===== config.mk =====
export PLATFORM = sky130hd
export DESIGN_NAME = timed_toggle_pulse_player_core
export DESIGN_NICKNAME = d
export VERILOG_FILES = /design/src/rtl/ttpp_pkg.sv /design/src/rtl/ttpp_table.sv /design/src/rtl/timed_toggle_pulse_player_core.sv
export VERILOG_INCLUDE_DIRS = /design/src /design/src/rtl
export SDC_FILE = /design/constraint.sdc
export NUM_CORES = 1
export LEC_CHECK = 0
export BUFFER_PORTS_ARGS = -buffer_cell sky130_fd_sc_hd__buf_2
export CORE_UTILIZATION = 63
export DETAILED_ROUTE_END_ITERATION = 6
export PLACE_DENSITY_LB_ADDON = 0.3
export SLEW_MARGIN = 10
export SYNTH_ARGS = -nofsm -noshare
export SYNTH_HDL_FRONTEND = slang
export SYNTH_SLANG_ARGS = --single-unit

===== constraint.sdc =====
create_clock -name clk_i -period 7.52 [get_ports clk_i]
set_input_delay 0.376 -clock clk_i [delete_from_list [all_inputs] [get_ports clk_i]]
set_output_delay 0.376 -clock clk_i [all_outputs]
set_load 0.01 [all_outputs]

===== src/rtl/assert_macros.svh =====
`ifndef ASSERT_MACROS_SVH
`define ASSERT_MACROS_SVH

// Check that holds in every cycle outside reset.
`define ASSERT_ALWAYS(label, clk, rst_n, expr) \
  label: assert property (@(posedge clk) disable iff (!(rst_n)) (expr)) \
    else $error("assertion failed");

// Implication checked at every clock edge outside reset.
`define ASSERT_IMPL(label, clk, rst_n, prop) \
  label: assert property (@(posedge clk) disable iff (!(rst_n)) prop) \
    else $error("assertion failed");

`endif


===== src/rtl/ttpp_pkg.sv =====
`default_nettype none

package ttpp_pkg;

  localparam int unsigned TABLE_DEPTH_DEF = 64;
  localparam int unsigned TIME_WIDTH_DEF  = 16;

  localparam int unsigned CNT_W     = 32;
  localparam int unsigned TIMEOUT_W = 16;
  localparam int unsigned OFFSET_W  = 16;
  localparam int unsigned IDX_W     = 6;
  localparam int unsigned ETIME_W   = 16;
  localparam int unsigned CFG_IDX_W = 2;
  localparam int unsigned CFG_DAT_W = 16;

  typedef enum logic [1:0] {
    MODE_TICK   = 2'd0,
    MODE_WRITE  = 2'd1,
    MODE_SEND   = 2'd2,
    MODE_TOGGLE = 2'd3
  } mode_e;

  typedef enum logic [CFG_IDX_W-1:0] {
    CFG_IDLE_LEVEL   = 2'd0,
    CFG_IDLE_TIMEOUT = 2'd1,
    CFG_REPEAT_OFS   = 2'd2,
    CFG_UNUSED       = 2'd3
  } cfg_idx_e;

  localparam logic                 IDLE_LEVEL_RST   = 1'b1;
  localparam logic [TIMEOUT_W-1:0] IDLE_TIMEOUT_RST = 16'd1000;
  localparam logic [OFFSET_W-1:0]  REPEAT_OFS_RST   = 16'd0;

  // Status fields carried in the result.
  typedef struct packed {
    logic send_pending;
    logic busy_res;
    logic line_level;
  } status_t;

  // Table write request toward the storage block.
  typedef struct packed {
    logic            en;
    logic [31:0]     addr;
    logic [31:0]     data;
  } tbl_wr_t;

endpackage

`default_nettype wire


===== src/rtl/ttpp_table.sv =====
`default_nettype none

module ttpp_table #(
  parameter int unsigned DEPTH = 64,
  parameter int unsigned AW    = 6,
  parameter int unsigned TW    = 16
) (
  input  wire logic              clk_i,
  input  wire ttpp_pkg::tbl_wr_t wr_i,
  input  wire logic [AW-1:0]     rd_addr_i,
  output logic      [TW-1:0]     rd_data_o
);
  import ttpp_pkg::*;

  logic [TW-1:0] mem [DEPTH];
  logic [AW-1:0] wr_addr;
  logic [TW-1:0] wr_data;
  logic [TW-1:0] rd_data_q;

  assign wr_addr = wr_i.addr[AW-1:0];
  assign wr_data = wr_i.data[TW-1:0];

  always_ff @(posedge clk_i) begin
    if (wr_i.en) begin
      mem[wr_addr] <= wr_data;
    end
  end

  // Write-first on an address match so a read of the address being written returns the new data.
  always_ff @(posedge clk_i) begin
    if (wr_i.en && (wr_addr == rd_addr_i)) begin
      rd_data_q <= wr_data;
    end else begin
      rd_data_q <= mem[rd_addr_i];
    end
  end

  assign rd_data_o = rd_data_q;

endmodule

`default_nettype wire


===== src/rtl/timed_toggle_pulse_player_core.sv =====
// Table-driven pulse train player.
// Input stream (s_axis_*): one request per beat; tuser carries the mode
// (tick, table write, send request, manual toggle), tdata the table index
// and toggle time. Every request yields exactly one status beat on the
// output stream (m_axis_*): line level, busy, send pending.
// Path: a request passes the input register, then the result register,
// whose output is the status beat. Throughput: one request per cycle while
// m_axis_tready does not stall the status beat; the per-request work is a
// compare, an add and a registered table read whose address is the next
// entry pointer, prefetched every cycle.
// Config port: cfg_we_i writes register cfg_idx_i with cfg_wdata_i at once;
// writes belong to idle periods.
// Reset: counter, pointer, pass and flags clear, the line drives 0, the
// config registers take their defaults; the table keeps no defined content.
// A stalled m_axis_tready holds the status beat; one more request can sit
// in the input register, after which s_axis_tready drops.
`default_nettype none
`include "assert_macros.svh"

module timed_toggle_pulse_player_core #(
  parameter int unsigned TABLE_DEPTH = ttpp_pkg::TABLE_DEPTH_DEF,
  parameter int unsigned TIME_WIDTH  = ttpp_pkg::TIME_WIDTH_DEF
) (
  input  wire logic        clk_i,
  input  wire logic        rst_ni,
  input  wire logic        s_axis_tvalid,
  output logic             s_axis_tready,
  input  wire logic [23:0] s_axis_tdata,   // [5:0] entry_index, [21:6] entry_time, zero pad
  input  wire logic [1:0]  s_axis_tuser,   // [1:0] mode
  output logic             m_axis_tvalid,
  input  wire logic        m_axis_tready,
  output logic [7:0]       m_axis_tdata,   // [0] line_level, [1] busy_res, [2] send_pending
  input  wire logic        cfg_we_i,
  input  wire logic [ttpp_pkg::CFG_IDX_W-1:0] cfg_idx_i,
  input  wire logic [ttpp_pkg::CFG_DAT_W-1:0] cfg_wdata_i
);
  import ttpp_pkg::*;

  localparam int unsigned AW = (TABLE_DEPTH > 1) ? $clog2(TABLE_DEPTH) : 1;
  localparam int unsigned PW = $clog2(TABLE_DEPTH + 1);
  localparam int unsigned DW = CNT_W + 2;

  // config registers
  logic                 idle_level_q;
  logic [TIMEOUT_W-1:0] idle_timeout_q;
  logic [OFFSET_W-1:0]  repeat_ofs_q;

  // input register
  logic               in_valid_q;
  mode_e              in_mode_q;
  logic [IDX_W-1:0]   in_idx_q;
  logic [ETIME_W-1:0] in_time_q;

  // result register
  logic    out_valid_q;
  status_t out_q;

  // player state
  logic [CNT_W-1:0] cnt_q, cnt_d;
  logic [PW-1:0]    ptr_q, ptr_d;
  logic             pass_q, pass_d;
  logic             sending_q, sending_d;
  logic             pending_q, pending_d;
  logic             line_q, line_d;

  logic             adv;
  logic [CNT_W-1:0] cnt_inc;
  logic             ptr_end;
  logic [TIME_WIDTH-1:0] rd_entry;
  logic [TIME_WIDTH-1:0] entry;
  logic [DW-1:0]    due;
  logic [AW-1:0]    rd_addr;
  logic [31:0]      idx_ext;
  logic [31:0]      time_ext;
  tbl_wr_t          tbl_wr;

  assign adv           = in_valid_q && (!out_valid_q || m_axis_tready);
  assign s_axis_tready = !in_valid_q || adv;

  always_ff @(posedge clk_i or negedge rst_ni) begin
    if (!rst_ni) begin
      idle_level_q   <= IDLE_LEVEL_RST;
      idle_timeout_q <= IDLE_TIMEOUT_RST;
      repeat_ofs_q   <= REPEAT_OFS_RST;
    end else if (cfg_we_i) begin
      unique case (cfg_idx_e'(cfg_idx_i))
        CFG_IDLE_LEVEL:   idle_level_q   <= cfg_wdata_i[0];
        CFG_IDLE_TIMEOUT: idle_timeout_q <= cfg_wdata_i;
        CFG_REPEAT_OFS:   repeat_ofs_q   <= cfg_wdata_i;
        default: ;
      endcase
    end
  end

  always_ff @(posedge clk_i or negedge rst_ni) begin
    if (!rst_ni) begin
      in_valid_q <= 1'b0;
    end else if (s_axis_tready) begin
      in_valid_q <= s_axis_tvalid;
    end
  end

  always_ff @(posedge clk_i) begin
    if (s_axis_tready && s_axis_tvalid) begin
      in_mode_q <= mode_e'(s_axis_tuser);
      in_idx_q  <= s_axis_tdata[IDX_W-1:0];
      in_time_q <= s_axis_tdata[IDX_W+ETIME_W-1:IDX_W];
    end
  end

  // table entry at the current pointer; past the end reads as frame end
  assign ptr_end = (ptr_q == PW'(TABLE_DEPTH));
  assign entry   = ptr_end ? '0 : rd_entry;
  assign cnt_inc = cnt_q + 1'b1;
  assign due     = DW'(entry) + (pass_q ? DW'(repeat_ofs_q) : '0);

  always_comb begin
    cnt_d     = cnt_q;
    ptr_d     = ptr_q;
    pass_d    = pass_q;
    sending_d = sending_q;
    pending_d = pending_q;
    line_d    = line_q;
    unique case (in_mode_q)
      MODE_TICK: begin
        cnt_d = cnt_inc;
        if (!sending_q) begin
          // timeout restore is checked before a pending send starts
          if (cnt_inc == CNT_W'(idle_timeout_q) && line_q != idle_level_q) begin
            line_d = ~line_q;
          end
          if (pending_q) begin
            ptr_d     = '0;
            cnt_d     = '0;
            pending_d = 1'b0;
            sending_d = 1'b1;
          end
        end else if (entry == '0) begin
          if (pass_q) begin
            sending_d = 1'b0;
            pass_d    = 1'b0;
          end else begin
            ptr_d  = '0;
            pass_d = 1'b1;
          end
        end else if ({2'b00, cnt_inc} >= due) begin
          line_d = ~line_q;
          ptr_d  = ptr_q + 1'b1;
        end
      end
      MODE_WRITE:  ;
      MODE_SEND:   pending_d = 1'b1;
      MODE_TOGGLE: line_d = ~line_q;
      default: ;
    endcase
  end

  always_ff @(posedge clk_i or negedge rst_ni) begin
    if (!rst_ni) begin
      cnt_q       <= '0;
      ptr_q       <= '0;
      pass_q      <= 1'b0;
      sending_q   <= 1'b0;
      pending_q   <= 1'b0;
      line_q      <= 1'b0;
      out_valid_q <= 1'b0;
    end else begin
      if (adv) begin
        cnt_q     <= cnt_d;
        ptr_q     <= ptr_d;
        pass_q    <= pass_d;
        sending_q <= sending_d;
        pending_q <= pending_d;
        line_q    <= line_d;
      end
      if (adv) begin
        out_valid_q <= 1'b1;
      end else if (m_axis_tready) begin
        out_valid_q <= 1'b0;
      end
    end
  end

  always_ff @(posedge clk_i) begin
    if (adv) begin
      out_q.line_level   <= line_d;
      out_q.busy_res     <= sending_d;
      out_q.send_pending <= pending_d;
    end
  end

  // table write path and prefetch of the entry at the next pointer
  assign idx_ext  = 32'(in_idx_q);
  assign time_ext = 32'(in_time_q);

  always_comb begin
    tbl_wr.en   = adv && (in_mode_q == MODE_WRITE) && (idx_ext < TABLE_DEPTH);
    tbl_wr.addr = idx_ext;
    tbl_wr.data = '0;
    tbl_wr.data[TIME_WIDTH-1:0] = time_ext[TIME_WIDTH-1:0];
  end

  always_comb begin
    logic [PW-1:0] ptr_nx;
    ptr_nx  = adv ? ptr_d : ptr_q;
    rd_addr = (ptr_nx == PW'(TABLE_DEPTH)) ? '0 : ptr_nx[AW-1:0];
  end

  ttpp_table #(
    .DEPTH (TABLE_DEPTH),
    .AW    (AW),
    .TW    (TIME_WIDTH)
  ) u_table (
    .clk_i     (clk_i),
    .wr_i      (tbl_wr),
    .rd_addr_i (rd_addr),
    .rd_data_o (rd_entry)
  );

  assign m_axis_tvalid = out_valid_q;
  assign m_axis_tdata  = {5'b0, out_q.send_pending, out_q.busy_res, out_q.line_level};

  `ASSERT_ALWAYS(a_ptr_in_range, clk_i, rst_ni, ptr_q <= PW'(TABLE_DEPTH))
  `ASSERT_ALWAYS(a_pass_only_sending, clk_i, rst_ni, sending_q || !pass_q)
  `ASSERT_IMPL(a_adv_gives_result, clk_i, rst_ni, adv |=> m_axis_tvalid)

endmodule

`default_nettype wire


* After elaboration in Yosys (flattened, before gate mapping)
Memories as Yosys holds them, arrays and structs flattened. A register that Yosys moved wholly into a read port is not among the register bits.
Cells that the tools add are included.
W data, S select, Z words.
** Storage, ports and cells
- Register bits :: 105
- Memory bits (writable) :: 1024
- Input bits :: 49
- Output and inout port bits :: 10
- Word-level logic and storage cells :: 79
- Memories :: 1
** Memory list
- u_table.mem :: words 64, bits a word 16, rd ports 1, clocked after Yosys merged registers in 1, write ports 1, RTL line ttpp_table.sv:15 : logic [TW-1:0] mem [DEPTH];
** Cells by class
- Add/sub/neg operators :: 3
- Magnitude comparators :: 2
- Equal/unequal tests :: 9
- Muxes and demuxes :: 28
- Bitwise operators :: 1
- Reduce and logical (&&, ||, !) cells :: 18
** Operators by type and width (count)
- $mux W32 :: 2
- $mux W7 :: 7
- $add A32 B1 Y32 const B :: 1
- $eq A32 B16 Y1 :: 1
- $ge A32 B17 Y1 :: 1
- $mux W16 :: 2
- $add A16 B16 Y17 :: 1
- $logic_not A16 Y1 :: 1
- $eq A7 B7 Y1 const B :: 2
- $mux W1 :: 14
- $reduce_and A2 Y1 :: 4
- $add A7 B1 Y7 const B :: 1
- $lt A6 B7 Y1 const B :: 1
- $eq A2 B2 Y1 const B :: 3
- $mux W6 :: 1
- $logic_and A1 B1 Y1 :: 5
- $eq A2 B1 Y1 const B :: 2
- $logic_not A2 Y1 :: 2
- $pmux W1 S2 :: 2
- $reduce_and A4 Y1 :: 1
- $logic_not A1 Y1 :: 2
- $logic_or A1 B1 Y1 :: 2
- $reduce_bool A2 Y1 :: 1
- $ne A1 B1 Y1 :: 1
- $not A1 Y1 :: 1

* Longest topological paths before layout
- Depth in word-level cells :: 11
- Gate-level depth with buffers :: 31
- Gate-level depth less buffers :: 28

* Cells and area by module
Synthesis repeated with hierarchy kept, for this count alone.
** Second synthesis, totals
- Cells, all modules :: 2506
- Area total of the unflattened synthesis :: 46746.1 sq um
** Modules (own cells, without submodules)
- ttpp_table :: instances 1, cells an instance 1819, area each 39842.0 sq um
- timed_toggle_pulse_player_core :: instances 1, cells an instance 687, area each 6904.1 sq um

* Least setup slack after synthesis
No wires, ideal clock.
- Kind :: register to register
- Start :: register with a tool-made name
- End :: register out_q (netlist bit m_axis_tdata[0]), data pin
- Setup time :: 0.265 ns
- Arrival :: 5.879 ns
- Slack :: 1.375 ns
- Stages on the path, launching flop included :: 27
- Clock period less this slack :: 6.145 ns
- Path through :: dfxtp_1 -> buf_6 -> buf_2 -> clkbuf_1 -> mux4_2 -> mux4_2 -> nor2_1 -> o32ai_1 -> and2_1 -> ha_1 -> nor2b_1 -> o21ai_0 -> a21boi_0 -> o21ai_0 -> a21oi_1 -> o21ai_0 -> a21o_1 -> a21oi_1 -> a311o_1 -> xnor2_1 -> ha_1 -> o211ai_1 -> or4_1 -> o2111ai_1 -> or2b_1 -> and4_1 -> or3_1
** RTL lines
- to (decl) :: RTL line timed_toggle_pulse_player_core.sv:56 : status_t out_q;

==> load_flow_metrics.sql <==
INSERT INTO impl_metrics (metric_group, metric, value, unit) VALUES
('outcome', 'result_of_the_run', 'finished clean', ''),
('yosys', 'yosysWarningCount', '0', ''),
('timing', 'worst_pin_slew', '1.241', 'ns'),
('timing', 'min_period_over_period', '95.72', '%'),
('timing', 'grt_setup_unrepaired', 'no', ''),
('worst_setup_path', 'path_type_of_the_worst_setup_path', 'flip-flop to flip-flop', ''),
('cells_and_area', 'area_delta_synth_final', '13.12', '%'),
('floorplanning', 'core', '72960', 'um^2'),
('routing', 'dr_total_vias', '25720', ''),
('floorplanning', 'die_width', '273.4', 'um'),
('floorplanning', 'die-area', '74740', 'um^2'),
('clock_tree', 'worst_skew_pair.late_latency', '0.70', 'ns'),
('worst_setup_path', 'cp_num_buf_inv', '3', ''),
('worst_setup_path', 'crit_path_top_delay_cell', 'sky130_fd_sc_hd__dfxtp_1', ''),
('yosys', 'syn-mean-instance-area', '19.14', 'um^2'),
('global_route', 'global_route.usage.total', '32.30', '%'),
('global_route', 'grt_start_max_net_pins', '79', ''),
('power', 'leakagePower', '17.25', 'nW'),
('yosys', 'yosys_register_bits', '1135', ''),
('worst_setup_path', 'critical_path_required', '8.12', 'ns'),
('routing', 'drt_pre_antenna_iters', '6', ''),
('worst_setup_path', 'critical_path.endpoint_type', 'flip-flop', ''),
('timing', 'finalSetupViolCount', '0', ''),
('min_path', 'min_path_type', 'input pin to flip-flop', ''),
('global_route', 'grt_overflow_total', '0', ''),
('cells_and_area', 'fillCellCount', '4089', ''),
('timing', 'final.setup_skew', '0.03743', 'ns'),
('yosys', 'async_reset_ff_share', '6.872', '%'),
('routing', 'antenna_left', '0', ''),
('timing', 'final_slew_viol_count', '0', ''),
('clock_tree', 'tritoncts', 'yes', ''),
('floorplanning', 'die_height', '273.4', 'um'),
('yosys', 'post_synth_inst_count', '2424', ''),
('yosys', 'synthDominantAreaCellType', 'sky130_fd_sc_hd__edfxtp_1', ''),
('cells_and_area', 'antenna_cells_inserted', '0', ''),
('clock_tree', 'clockBufferDepth', '3', ''),
('flow_run', 'cap_violations', '0', ''),
('yosys', 'synth.distinct_cells', '89', ''),
('global_route', 'grt_antenna_before_repair', '2', ''),
('global_route', 'grt_pass1_vias', '25710', ''),
('clock_tree', 'numCtsBuffers', '108', ''),
('timing', 'final_hold_viol_count', '0', ''),
('worst_setup_path', 'path_common_cell', 'sky130_fd_sc_hd__o21ai_0', ''),
('timing', 'fin_ws', '0.3222', 'ns'),
('worst_setup_path', 'timing.critical_path.max_delay_family', 'compound AO/OA/AOI/OAI gates', ''),
('global_route', 'grt_pass1_wl', '171500', 'um'),
('floorplanning', 'rows', '99', ''),
('timing', 'fin_worst_hold_slack', '0.09095', 'ns'),
('place', 'dp.final_hpwl', '69500', 'um'),
('cells_and_area', 'layout-drive-gt1-share', '25.88', '%'),
('worst_setup_path', 'critical_path.max_fanout', '10', ''),
('clock_tree', 'cts.sinks', '1135', ''),
('place', 'dp_worst_setup_slack', '0.2433', 'ns'),
('power', 'power.density', '324.3', 'nW/um^2'),
('routing', 'vias_per_cell', '6.939', ''),
('routing', 'remaining_drc_errors', '0', ''),
('cells_and_area', 'net_count_of_the_finished_layout', '2745', ''),
('yosys', 'synth.top_cell.area_share', '68.02', '%'),
('timing', 'headroom_to_the_max_slew_limit', '17.16', '%'),
('floorplanning', 'start_util', '63.59', '%'),
('timing', 'totalNegativeSetupSlack', '0', 'ns'),
('place', 'buffer_ports.inserted', '51', ''),
('timing', 'final_period_minus_worst_setup_slack', '7.198', 'ns'),
('routing', 'avgRoutedWirePerCell', '32.08', 'um'),
('power', 'power.share.clock', '32.9', '%'),
('power', 'switching_power_summed_over_all_nets', '4.820', 'mW'),
('floorplanning', 'io_pins', '59', ''),
('yosys', 'count_of_flip_flops_with_a_built_in_enable_after_synthesis', '1051', ''),
('clock_tree', 'cts-htree-levels', '3', ''),
('place', 'routabilityCongestion', '0.9252', ''),
('yosys', 'dominantRegCellSynth', 'sky130_fd_sc_hd__edfxtp_1', '');
-- sequential cells by signal, summed over array words and instances (netlist names), named ones only --
register,count
repeat_ofs_q,16
idle_level_q,1
u_table.mem,1024
ptr_q,7
sending_q,1
pending_q,1
line_q,1
pass_q,1
in_time_q,16
m_axis_tdata,3
m_axis_tvalid,1
in_valid_q,1
idle_timeout_q,16
cnt_q,32
in_idx_q,6
in_mode_q,2
-- per-stage QoR --
stage	total power, mW	utilization, %	instance area [um^2]	std cells
after global placement	11.27	66.17	48280	3452
after CTS	16.94	71.80	52390	3698
final	17.02	71.94	52480	3706
after floorplan	10.24	-	46410	2428
after global routing	17.51	71.94	52480	3706
after detailed placement	11.36	66.17	48280	3452
-- power groups by stage --
stage	clock network, mW	registers, mW	logic, mW
2_1_floorplan	0	7.23	3.01
3_3_place_gp	0	7.30	3.97
3_5_place_dp	0	7.31	4.05
4_1_cts	5.63	7.18	4.13
5_1_grt	5.87	7.13	4.51
6_report	5.61	7.13	4.29
-- cells in the mapped netlist, types with 32 or more instances --
library cell / number
sky130_fd_sc_hd__nor2_1: 110
sky130_fd_sc_hd__clkbuf_1: 49
sky130_fd_sc_hd__nand2_1: 85
sky130_fd_sc_hd__dfrtp_1: 71
sky130_fd_sc_hd__ha_1: 40
sky130_fd_sc_hd__mux4_2: 255
sky130_fd_sc_hd__edfxtp_1: 1051
sky130_fd_sc_hd__o21ai_0: 47
sky130_fd_sc_hd__mux2i_1: 55
sky130_fd_sc_hd__mux2_2: 51
sky130_fd_sc_hd__inv_1: 32
sky130_fd_sc_hd__and2_1: 33
sky130_fd_sc_hd__a21oi_1: 39
-- cell families after synthesis --
| kind of cell | Yosys count | share of synthesized area [%] |
|---|---|---|
| AND/OR/NAND/NOR | 411 | 4.628 |
| adder cells (fa/ha/maj) | 41 | 1.122 |
| multiplexers | 361 | 14.80 |
| buffers and inverters | 165 | 1.990 |
| other | 1 | 0.008082 |
| flip-flops | 1135 | 72.51 |
| XOR/XNOR | 41 | 0.8953 |
| AO/OA/AOI/OAI | 269 | 4.048 |
-- worst paths after layout --
path / from / endpoint / slack (ns) / cells past startpoint
hold / removal: cfg_idx_i[1] / idle_level_q / 0.09 / 3
setup / recovery: flip-flop / ptr_q[4] / 0.32 / 26
hold reg to reg: cnt_q[31] / cnt_q[31] / 0.49 / 1
setup reg to reg: flip-flop / ptr_q[4] / 0.32 / 26
min in group asynchronous: rst_ni / cnt_q[15] / 0.41 / 2
max in group asynchronous: rst_ni / repeat_ofs_q[14] / 6.43 / 2
-- cells in the final DEF (no fill, tap or decap), drive strengths merged, types with 12 or more instances in the layout --
cell / instances
dlygate4sd3: 44
or3: 12
clkinv: 49
xor2: 12
o31ai: 12
mux2: 51
nand3: 29
clkbuf: 128
nor3: 14
o2111ai: 12
nand4: 16
mux4: 255
dfrtp: 71
nor2: 110
xnor2: 25
a22o: 13
a21o: 14
a21oi: 39
o21ai: 51
and4: 13
mux2i: 55
o221ai: 18
bufinv: 15
inv: 34
nand2: 85
and2: 34
edfxtp: 1051
nor4: 12
nor2b: 17
buf: 204
ha: 40
nand2b: 18
o22ai: 29
-- worst min-delay path, stage by stage --
cell                      delay, ns
sky130_fd_sc_hd__buf_2         0.10
sky130_fd_sc_hd__nor3b_1       0.05
sky130_fd_sc_hd__mux2_2        0.22
-- repair_timing --
action,4_1_cts,5_1_grt
endpoints found under the hold margin,130,0
endpoints found under the setup margin,0,14
hold buffers,44,0
gates resized for setup,0,2
buffers inserted,0,8
-- final cells by class --
type                       instances  area (um^2)  area share [%]
inverter                          34        127.6          0.2432
clock inverter                    74        867.1           1.652
clock buffer                     128         2799           5.333
timing repair buffer             248         1972           3.757
sequential                      1135        33650           64.12
tap                              959         1200           2.286
multi-input combinational       1128        11870           22.61
-- metal layers --
layer	GRT usage, %	share of wire [%]	vias to the layer above
li1	-	-	10380
met1	44.15	36	13180
met2	51.67	49	1847
met3	6.009	11	313
met4	13.95	4.7	4
met5	0	0.026	-
No activity file was read; power rests on OpenSTA's default activity.
